File: src/gcanr_pkg.sv
`timescale 1ns / 1ps

package gcanr_pkg;

  localparam int unsigned IN_DATA_W  = 16;
  localparam int unsigned OUT_DATA_W = 8;
  localparam int unsigned IN_KEY_W   = 8;

  typedef enum logic [1:0] {
    OP_ADD_NODE = 2'd0,
    OP_ADD_EDGE = 2'd1,
    OP_QUERY    = 2'd2,
    OP_NONE     = 2'd3
  } op_e;

  typedef enum logic [1:0] {
    RES_OK      = 2'd0,
    RES_FULL    = 2'd1,
    RES_MISSING = 2'd2
  } status_e;

  typedef enum logic [3:0] {
    S_IDLE,
    S_ADD,
    S_SCAN,
    S_EDGE_RD,
    S_EDGE_WR,
    S_SEED,
    S_PICK,
    S_MERGE,
    S_RESULT
  } state_e;

  // controller -> datapath
  typedef struct packed {
    logic    load_word;
    logic    scan_start;
    logic    scan_step;
    logic    add_node;
    logic    edge_rd;
    logic    edge_wr;
    logic    seed;
    logic    pick;
    logic    merge;
    logic    load_res;
    logic    res_query;
    status_e res_status;
  } cmd_t;

  // datapath -> controller
  typedef struct packed {
    logic scan_done;
    logic both_found;
    logic table_full;
    logic pend_empty;
  } sts_t;

endpackage

File: src/gcanr_ctrl.sv
`timescale 1ns / 1ps

module gcanr_ctrl
  import gcanr_pkg::*;
(
  input  logic       clk_i,
  input  logic       rst_ni,
  input  logic       s_valid_i,
  input  logic [1:0] s_op_i,
  output logic       s_ready_o,
  output logic       m_valid_o,
  input  logic       m_ready_i,
  input  sts_t       sts_i,
  output cmd_t       cmd_o
);

  state_e  state_q, state_d;
  op_e     op_q, op_d;
  status_e res_q, res_d;
  logic    m_vld_q, m_vld_d;
  logic    accept;
  logic    out_free;

  assign accept   = (state_q == S_IDLE) && s_valid_i;
  assign out_free = !m_vld_q || m_ready_i;

  always_comb begin
    state_d = state_q;
    op_d    = op_q;
    res_d   = res_q;
    unique case (state_q)
      S_IDLE: begin
        if (s_valid_i) begin
          op_d  = op_e'(s_op_i);
          res_d = RES_OK;
          unique case (op_e'(s_op_i))
            OP_ADD_NODE: state_d = S_ADD;
            OP_ADD_EDGE,
            OP_QUERY:    state_d = S_SCAN;
            default:     state_d = S_RESULT;
          endcase
        end
      end
      S_ADD: begin
        res_d   = sts_i.table_full ? RES_FULL : RES_OK;
        state_d = S_RESULT;
      end
      S_SCAN: begin
        if (sts_i.scan_done) begin
          if (op_q == OP_QUERY) begin
            state_d = S_SEED;
          end else if (sts_i.both_found) begin
            state_d = S_EDGE_RD;
          end else begin
            res_d   = RES_MISSING;
            state_d = S_RESULT;
          end
        end
      end
      S_EDGE_RD: state_d = S_EDGE_WR;
      S_EDGE_WR: state_d = S_RESULT;
      S_SEED:    state_d = S_PICK;
      S_PICK:    state_d = sts_i.pend_empty ? S_RESULT : S_MERGE;
      S_MERGE:   state_d = S_PICK;
      S_RESULT: begin
        if (out_free) state_d = S_IDLE;
      end
      default:   state_d = S_IDLE;
    endcase
  end

  always_comb begin
    cmd_o            = '0;
    cmd_o.res_status = res_q;
    cmd_o.res_query  = (op_q == OP_QUERY);
    unique case (state_q)
      S_IDLE: begin
        cmd_o.load_word  = accept;
        cmd_o.scan_start = accept;
      end
      S_ADD:     cmd_o.add_node = !sts_i.table_full;
      S_SCAN:    cmd_o.scan_step = 1'b1;
      S_EDGE_RD: cmd_o.edge_rd = 1'b1;
      S_EDGE_WR: cmd_o.edge_wr = 1'b1;
      S_SEED:    cmd_o.seed = 1'b1;
      S_PICK:    cmd_o.pick = !sts_i.pend_empty;
      S_MERGE:   cmd_o.merge = 1'b1;
      S_RESULT:  cmd_o.load_res = out_free;
      default:   cmd_o.load_res = 1'b0;
    endcase
  end

  always_comb begin
    m_vld_d = m_vld_q;
    if (m_ready_i) m_vld_d = 1'b0;
    if (cmd_o.load_res) m_vld_d = 1'b1;
  end

  always_ff @(posedge clk_i or negedge rst_ni) begin
    if (!rst_ni) begin
      state_q <= S_IDLE;
      op_q    <= OP_NONE;
      res_q   <= RES_OK;
      m_vld_q <= 1'b0;
    end else begin
      state_q <= state_d;
      op_q    <= op_d;
      res_q   <= res_d;
      m_vld_q <= m_vld_d;
    end
  end

  assign s_ready_o = (state_q == S_IDLE);
  assign m_valid_o = m_vld_q;

endmodule

File: src/gcanr_dp.sv
`timescale 1ns / 1ps

module gcanr_dp
  import gcanr_pkg::*;
#(
  parameter int unsigned MAX_NODES = 16,
  parameter int unsigned KEY_BITS  = 8
) (
  input  logic                  clk_i,
  input  logic                  rst_ni,
  input  cmd_t                  cmd_i,
  input  logic [IN_KEY_W-1:0]   first_key_i,
  input  logic [IN_KEY_W-1:0]   second_key_i,
  output sts_t                  sts_o,
  output logic [OUT_DATA_W-1:0] m_data_o
);

  localparam int unsigned IW = $clog2(MAX_NODES);
  localparam int unsigned CW = $clog2(MAX_NODES + 1);

  // slot store and adjacency rows
  logic [KEY_BITS-1:0]  key_mem [MAX_NODES];
  logic [MAX_NODES-1:0] adj_mem [MAX_NODES];
  logic [MAX_NODES-1:0] row_vld_q;

  logic [KEY_BITS-1:0]  ka_q, kb_q;
  logic [31:0]          ka_ext, kb_ext;
  logic [CW-1:0]        count_q;
  logic [CW-1:0]        scan_idx_q;
  logic                 rd_vld_q;
  logic [IW-1:0]        rd_idx_q;
  logic [KEY_BITS-1:0]  key_rd_q;
  logic                 issue;
  logic                 src_fnd_q, dst_fnd_q;
  logic [IW-1:0]        src_q, dst_q;

  logic [MAX_NODES-1:0] active_q, reach_q, done_q;
  logic [MAX_NODES-1:0] pend, lowbit;
  logic [IW-1:0]        pick_idx;
  logic [IW-1:0]        adj_raddr;
  logic [MAX_NODES-1:0] adj_rd_q;
  logic                 adj_rvld_q;
  logic [MAX_NODES-1:0] row_eff;
  logic                 table_full;

  status_e              status_q;
  logic                 conn_q;

  assign ka_ext     = 32'(first_key_i);
  assign kb_ext     = 32'(second_key_i);
  assign table_full = (count_q == CW'(MAX_NODES));
  assign issue      = cmd_i.scan_step && (scan_idx_q != count_q);

  assign pend   = reach_q & ~done_q;
  assign lowbit = pend & (~pend + MAX_NODES'(1));

  always_comb begin
    pick_idx = '0;
    for (int i = 0; i < MAX_NODES; i++) begin
      if (lowbit[i]) pick_idx = pick_idx | IW'(i);
    end
  end

  assign adj_raddr = cmd_i.edge_rd ? src_q : pick_idx;
  assign row_eff   = adj_rvld_q ? adj_rd_q : '0;

  always_ff @(posedge clk_i) begin
    if (cmd_i.add_node) key_mem[count_q[IW-1:0]] <= ka_q;
    if (issue) key_rd_q <= key_mem[scan_idx_q[IW-1:0]];
  end

  always_ff @(posedge clk_i) begin
    if (cmd_i.edge_wr) adj_mem[src_q] <= row_eff | (MAX_NODES'(1) << dst_q);
    if (cmd_i.edge_rd || cmd_i.pick) begin
      adj_rd_q   <= adj_mem[adj_raddr];
      adj_rvld_q <= row_vld_q[adj_raddr];
    end
  end

  always_ff @(posedge clk_i) begin
    if (cmd_i.load_word) begin
      ka_q <= ka_ext[KEY_BITS-1:0];
      kb_q <= kb_ext[KEY_BITS-1:0];
    end
    if (issue) rd_idx_q <= scan_idx_q[IW-1:0];
    if (rd_vld_q && !src_fnd_q && key_rd_q == ka_q) src_q <= rd_idx_q;
    if (rd_vld_q && !dst_fnd_q && key_rd_q == kb_q) dst_q <= rd_idx_q;
    if (cmd_i.load_res) begin
      status_q <= cmd_i.res_status;
      conn_q   <= cmd_i.res_query && ((active_q & ~reach_q) == '0);
    end
  end

  always_ff @(posedge clk_i or negedge rst_ni) begin
    if (!rst_ni) begin
      count_q    <= '0;
      row_vld_q  <= '0;
      scan_idx_q <= '0;
      rd_vld_q   <= 1'b0;
      src_fnd_q  <= 1'b0;
      dst_fnd_q  <= 1'b0;
      active_q   <= '0;
      reach_q    <= '0;
      done_q     <= '0;
    end else begin
      if (cmd_i.add_node) count_q <= count_q + CW'(1);
      if (cmd_i.edge_wr) row_vld_q[src_q] <= 1'b1;
      if (cmd_i.scan_start) begin
        scan_idx_q <= '0;
        rd_vld_q   <= 1'b0;
        src_fnd_q  <= 1'b0;
        dst_fnd_q  <= 1'b0;
        active_q   <= '0;
      end else begin
        rd_vld_q <= issue;
        if (issue) scan_idx_q <= scan_idx_q + CW'(1);
        if (rd_vld_q) begin
          if (key_rd_q == ka_q) src_fnd_q <= 1'b1;
          if (key_rd_q == kb_q) dst_fnd_q <= 1'b1;
          active_q[rd_idx_q] <= (key_rd_q != ka_q);
        end
      end
      if (cmd_i.seed) begin
        reach_q <= active_q & (~active_q + MAX_NODES'(1));
        done_q  <= '0;
      end
      if (cmd_i.pick) done_q <= done_q | lowbit;
      if (cmd_i.merge) reach_q <= reach_q | (row_eff & active_q);
    end
  end

  assign sts_o.scan_done  = (scan_idx_q == count_q) && !rd_vld_q;
  assign sts_o.both_found = src_fnd_q && dst_fnd_q;
  assign sts_o.table_full = table_full;
  assign sts_o.pend_empty = (pend == '0);

  assign m_data_o = {{(OUT_DATA_W - 3){1'b0}}, conn_q, status_q};

endmodule

File: src/graph_connectivity_after_node_removal.sv
`timescale 1ns / 1ps
// Channel  | Dir | Signals                     | Word
// s_axis   | in  | tvalid tready tdata tuser   | tdata: first_key, second_key; tuser: op
// m_axis   | out | tvalid tready tdata         | tdata: status, connected, zero pad
//
// One word in flight. Add node fills the next slot; add edge scans the slots, then
// updates the source row; a query scans, seeds, then walks the reached nodes.
// Slot scans read the key store one entry per cycle; the reach walk reads
// one adjacency row per reached node over its single read port.
// rst_ni clears node count, row valid bits, reach set and the handshake.
// m_axis stalls hold the result; a new word is taken while it waits.

module graph_connectivity_after_node_removal
  import gcanr_pkg::*;
#(
  parameter int unsigned MAX_NODES = 16,
  parameter int unsigned KEY_BITS  = 8
) (
  input  logic                  clk_i,
  input  logic                  rst_ni,
  input  logic                  s_axis_tvalid,
  output logic                  s_axis_tready,
  input  logic [IN_DATA_W-1:0]  s_axis_tdata,  // [7:0] first_key, [15:8] second_key
  input  logic [1:0]            s_axis_tuser,  // [1:0] op
  output logic                  m_axis_tvalid,
  input  logic                  m_axis_tready,
  output logic [OUT_DATA_W-1:0] m_axis_tdata   // [1:0] status, [2] connected
);

  cmd_t cmd;
  sts_t sts;

  gcanr_ctrl u_ctrl (
    .clk_i     (clk_i),
    .rst_ni    (rst_ni),
    .s_valid_i (s_axis_tvalid),
    .s_op_i    (s_axis_tuser),
    .s_ready_o (s_axis_tready),
    .m_valid_o (m_axis_tvalid),
    .m_ready_i (m_axis_tready),
    .sts_i     (sts),
    .cmd_o     (cmd)
  );

  gcanr_dp #(
    .MAX_NODES (MAX_NODES),
    .KEY_BITS  (KEY_BITS)
  ) u_dp (
    .clk_i        (clk_i),
    .rst_ni       (rst_ni),
    .cmd_i        (cmd),
    .first_key_i  (s_axis_tdata[IN_KEY_W-1:0]),
    .second_key_i (s_axis_tdata[IN_DATA_W-1:IN_KEY_W]),
    .sts_o        (sts),
    .m_data_o     (m_axis_tdata)
  );

endmodule

File: config.mk
export PLATFORM = sky130hd
export DESIGN_NAME = graph_connectivity_after_node_removal
export DESIGN_NICKNAME = d
export VERILOG_FILES = /design/src/gcanr_pkg.sv /design/src/gcanr_ctrl.sv /design/src/gcanr_dp.sv /design/src/graph_connectivity_after_node_removal.sv
export SDC_FILE = /design/constraint.sdc
export NUM_CORES = 1
export LEC_CHECK = 0
export ABC_AREA = 1
export BUFFER_PORTS_ARGS = -buffer_cell sky130_fd_sc_hd__buf_4
export CORE_ASPECT_RATIO = 2
export CORE_MARGIN = 2
export CORE_UTILIZATION = 35
export DETAILED_ROUTE_END_ITERATION = 8
export REMOVE_ABC_BUFFERS = 1
export SYNTH_ARGS = -nofsm -noshare
export SYNTH_HDL_FRONTEND = slang
export SYNTH_SLANG_ARGS = --single-unit
File: constraint.sdc
create_clock -name clk_i -period 2.3 [get_ports clk_i]
set_input_delay 0.23 -clock clk_i [delete_from_list [all_inputs] [get_ports clk_i]]
set_output_delay 0.23 -clock clk_i [all_outputs]
set_load 0.01 [all_outputs]
==> metrics.txt <==
status=finished with violations; failing checks=negative setup slack; CP endpoint kind=register; TritonCTS clock tree=yes; R2R Setup Slk=-0.13 ns; critical path required time=2.66 ns; clk buf depth=3; worst hold path depth=5; Clock Pin Slew Worst Setup and Hold Paths=0.07 ns; FF+latch count, synth=526; All-Layer GR Usage=19.51%; FFs w/ async S/R, synth=16.35%; Die X=185.6 um; Inst Count DP=3182; hold worst-path end=u_ctrl.state_q[3]$_DFFE_PN0P_; CP Max Fanout=7; First-pass DRT Iterations=6; synth-to-layout area growth=23.32%; count of standard-cell rows=133; initial core utilization=35.23%; Post-synth EDFFs=440; dpl ws=-0.2443 ns; routed wire length=66160 um; clk_lat worst skew=0.61 ns; grt ovf=0; largest net degree at the start of global routing=69; total clock sinks=526; cells on worst reg2reg path=17; HP Class=in -> reg; Via Count=16730; f_max=412.3 MHz; M1 GR Usage=18.91%; WHS=0.05259 ns; Inserted Clock Buffers=47; Clk Tree Root Cell=clkbuf_16; met2 track demand over resource=37.89%; Worst Skew=0.03276 ns; final hold vios=0; largest vdd supply drop=0.7413 mV; Mapped Area=23100 um2; die area=68190 um2; LEAKAGE=11.71 nW; Yosys warning total=0; Worst R2R Start=u_dp.done_q[0]$_DFFE_PN0P_; share of post-route cells with drive strength above 1=18.74%; Routed Antenna Nets=0; Synth cell types=45; initial antenna violation count=0; Crit Path Category=reg -> reg; vias in the first global route=17090; most used routing layer=met2; DRC Markers=0; fin crit share=105.4%; min-delay src=s_axis_tvalid; Avg Vias per Cell=5.061; setup ws final=-0.1253 ns; ys flop type=edfxtp_1; Slew HR=59.26%; Final GP Congestion=0.9100; die height=367.3 um; initial DRC count=1153; syn_area_per_cell=10.74 um2; PD cells=962.6 nW/um2; met3 usage=1.894%; sequential fraction of the synthesis area=66.53%; # IOs=32; dpl hpwl=45900 um; Finished Layout Cells=3305; Final Max Slew Viols=0; RSZ-0062 raised after global routing=yes; Reg2Reg Capture Point=u_dp.adj_rd_q[3]$_DFFE_PP_; final setup violation count=17; crit start category=register; fin nets=2420; fin crit period=2.425 ns; Slew @ Worst Pin=0.6088 ns; Port Buffers=26; Core Region=65570 um2; first-pass GRT wire length=99220 um; WP data arrival=2.78 ns; Mapped Cells=2151; antenna cells=0; WL/cell=20.02 um; # H-tree levels=2; Max Cap Violations=0
[Yosys cell counts, drive strengths merged (11+ instances only)]
master / instances / share of area, %
edfxtp: 440 / 57
nand3: 363 / 7.9
nand2: 362 / 6.0
inv: 309 / 5.0
nor2: 159 / 2.7
o21ai: 113 / 2.5
dfrtp: 84 / 9.1
buf: 58 / 1.6
clkbuf: 46 / 0.75
a21oi: 38 / 0.82
nand3b: 33 / 1.1
o32ai: 21 / 0.80
nor3: 15 / 0.35
xor2: 15 / 0.57
mux2i: 13 / 0.56
o221ai: 13 / 0.49
nand4: 12 / 0.33
o22ai: 11 / 0.30
[through the flow]
stage	power (mW)	setup TNS, ns	cell area (um2)	utilization, %
6_report	27.42	-1.376	28480	43.44
5_1_grt	28.64	-3.670	28480	43.44
4_1_cts	27.33	-1.579	28320	43.20
3_5_place_dp	18.73	-2.807	26100	39.81
3_3_place_gp	18.61	-3.257	26100	39.81
2_1_floorplan	15.44	-91.86	22570	-
[cell families after synthesis]
group	share of synthesized area [%]
AO/OA/AOI/OAI	5.769
XOR/XNOR	0.7584
flip-flops	66.53
buffers and inverters	7.373
multiplexers	0.5634
adder cells (fa/ha/maj)	0.3792
other	0.01624
AND/OR/NAND/NOR	18.61
[worst max-delay path: stages, from the launching register on]
cell	delay (ns)
dfrtp_1	0.39
inv_2	0.08
nand2_4	0.07
nand2_4	0.10
nor2_1	0.06
nor2_1	0.12
nand2_1	0.10
nor2_4	0.13
nand3_4	0.19
nand2_8	0.16
buf_16	0.16
buf_12	0.14
buf_4	0.12
nand2_1	0.06
nand3_1	0.07
nand3_1	0.09
nand3_2	0.08
nand2_1	0.05
[cell type report]
| class | count | area (um2) |
|---|---|---|
| Clock inverter | 31 | 384.1 |
| Tap cell | 877 | 1097 |
| Multi-Input combinational cell | 1216 | 6380 |
| Fill cell | 6163 | 37080 |
| Sequential cell | 526 | 15370 |
| Inverter | 309 | 1162 |
| Clock buffer | 55 | 1216 |
| Timing Repair Buffer | 291 | 2874 |
[what timing repair did]
action | CTS | global route
resized for setup | 69 | 34
gates cloned | 3 | 1
hold buffers | 20 | 0
endpoints found under the hold margin | 57 | 0
pin swaps | 18 | 18
endpoints found under the setup margin | 17 | 180
setup buffers | 11 | 4
[registers in the layout, indices dropped and copies added, names as in the netlist, 2 cells and up]
| register | count |
|---|---|
| u_ctrl.op_q | 2 |
| u_ctrl.res_q | 2 |
| u_ctrl.state_q | 4 |
| u_dp.active_q | 16 |
| u_dp.adj_mem | 256 |
| u_dp.adj_rd_q | 16 |
| u_dp.count_q | 5 |
| u_dp.done_q | 16 |
| u_dp.dst_q | 4 |
| u_dp.ka_q | 8 |
| u_dp.kb_q | 8 |
| u_dp.key_mem | 128 |
| u_dp.key_rd_q | 8 |
| u_dp.rd_idx_q | 4 |
| u_dp.reach_q | 16 |
| u_dp.row_vld_q | 16 |
| u_dp.scan_idx_q | 5 |
| u_dp.src_q | 4 |
| u_dp.status_q | 2 |
[power breakdown]
group          total [mW]  switching [mW]  internal (mW)
Combinational        7.66            4.64           3.03
Clock                8.18            3.65           4.53
Sequential           11.6           0.399           11.2
[cells in the final DEF, fill, tap and decap left out, types with 6 or more instances in the layout]
cell	instances
clkbuf_1	7
o211ai_1	7
ha_1	7
nand2_2	25
bufinv_16	6
inv_1	296
clkinv_2	6
nand3b_1	33
inv_2	12
clkinv_1	9
xor2_1	15
nand3_1	339
o32ai_1	21
buf_6	13
o221ai_1	13
nor2_2	27
a32o_1	7
o21ai_1	8
nand2_1	332
o22ai_1	11
buf_4	213
nand4_1	12
edfxtp_1	440
nor2_4	9
mux2i_1	13
nand3_2	22
dlygate4sd3_1	20
nor3_1	11
nor2_1	123
dfrtp_1	83
o21ai_0	102
a21oi_1	38
clkbuf_16	48
buf_12	36
[metal layers]
| metal | part of all wire (%) | up-vias | routed length, um |
|---|---|---|---|
| met3 | 3.4 | 208 | 2255 |
| met1 | 33 | 8205 | 22070 |
| met4 | 7.3 | 0 | 4845 |
| met2 | 56 | 474 | 36990 |
| met5 | 0 | - | 0 |
| li1 | - | 7838 | - |
[worst max-delay path by stage]
| stage | end | slack (ns) | startpoint |
|---|---|---|---|
| 5_1_grt | u_dp.adj_rd_q[3]$_DFFE_PP_ | -0.25 | u_dp.done_q[0]$_DFFE_PN0P_ |
| 2_1_floorplan | u_dp.adj_rd_q[0]$_DFFE_PP_ | -3.14 | u_ctrl.state_q[1]$_DFFE_PN0P_ |
| 3_3_place_gp | u_dp.adj_rd_q[5]$_DFFE_PP_ | -0.27 | u_dp.done_q[0]$_DFFE_PN0P_ |
| 6_report | u_dp.adj_rd_q[3]$_DFFE_PP_ | -0.13 | u_dp.done_q[0]$_DFFE_PN0P_ |
| 4_1_cts | u_dp.adj_rd_q[14]$_DFFE_PP_ | -0.12 | u_dp.reach_q[1]$_DFFE_PN0P_ |
| 3_5_place_dp | u_dp.adj_rd_q[9]$_DFFE_PP_ | -0.24 | u_dp.done_q[0]$_DFFE_PN0P_ |
Power figures use the tool's default switching activity.
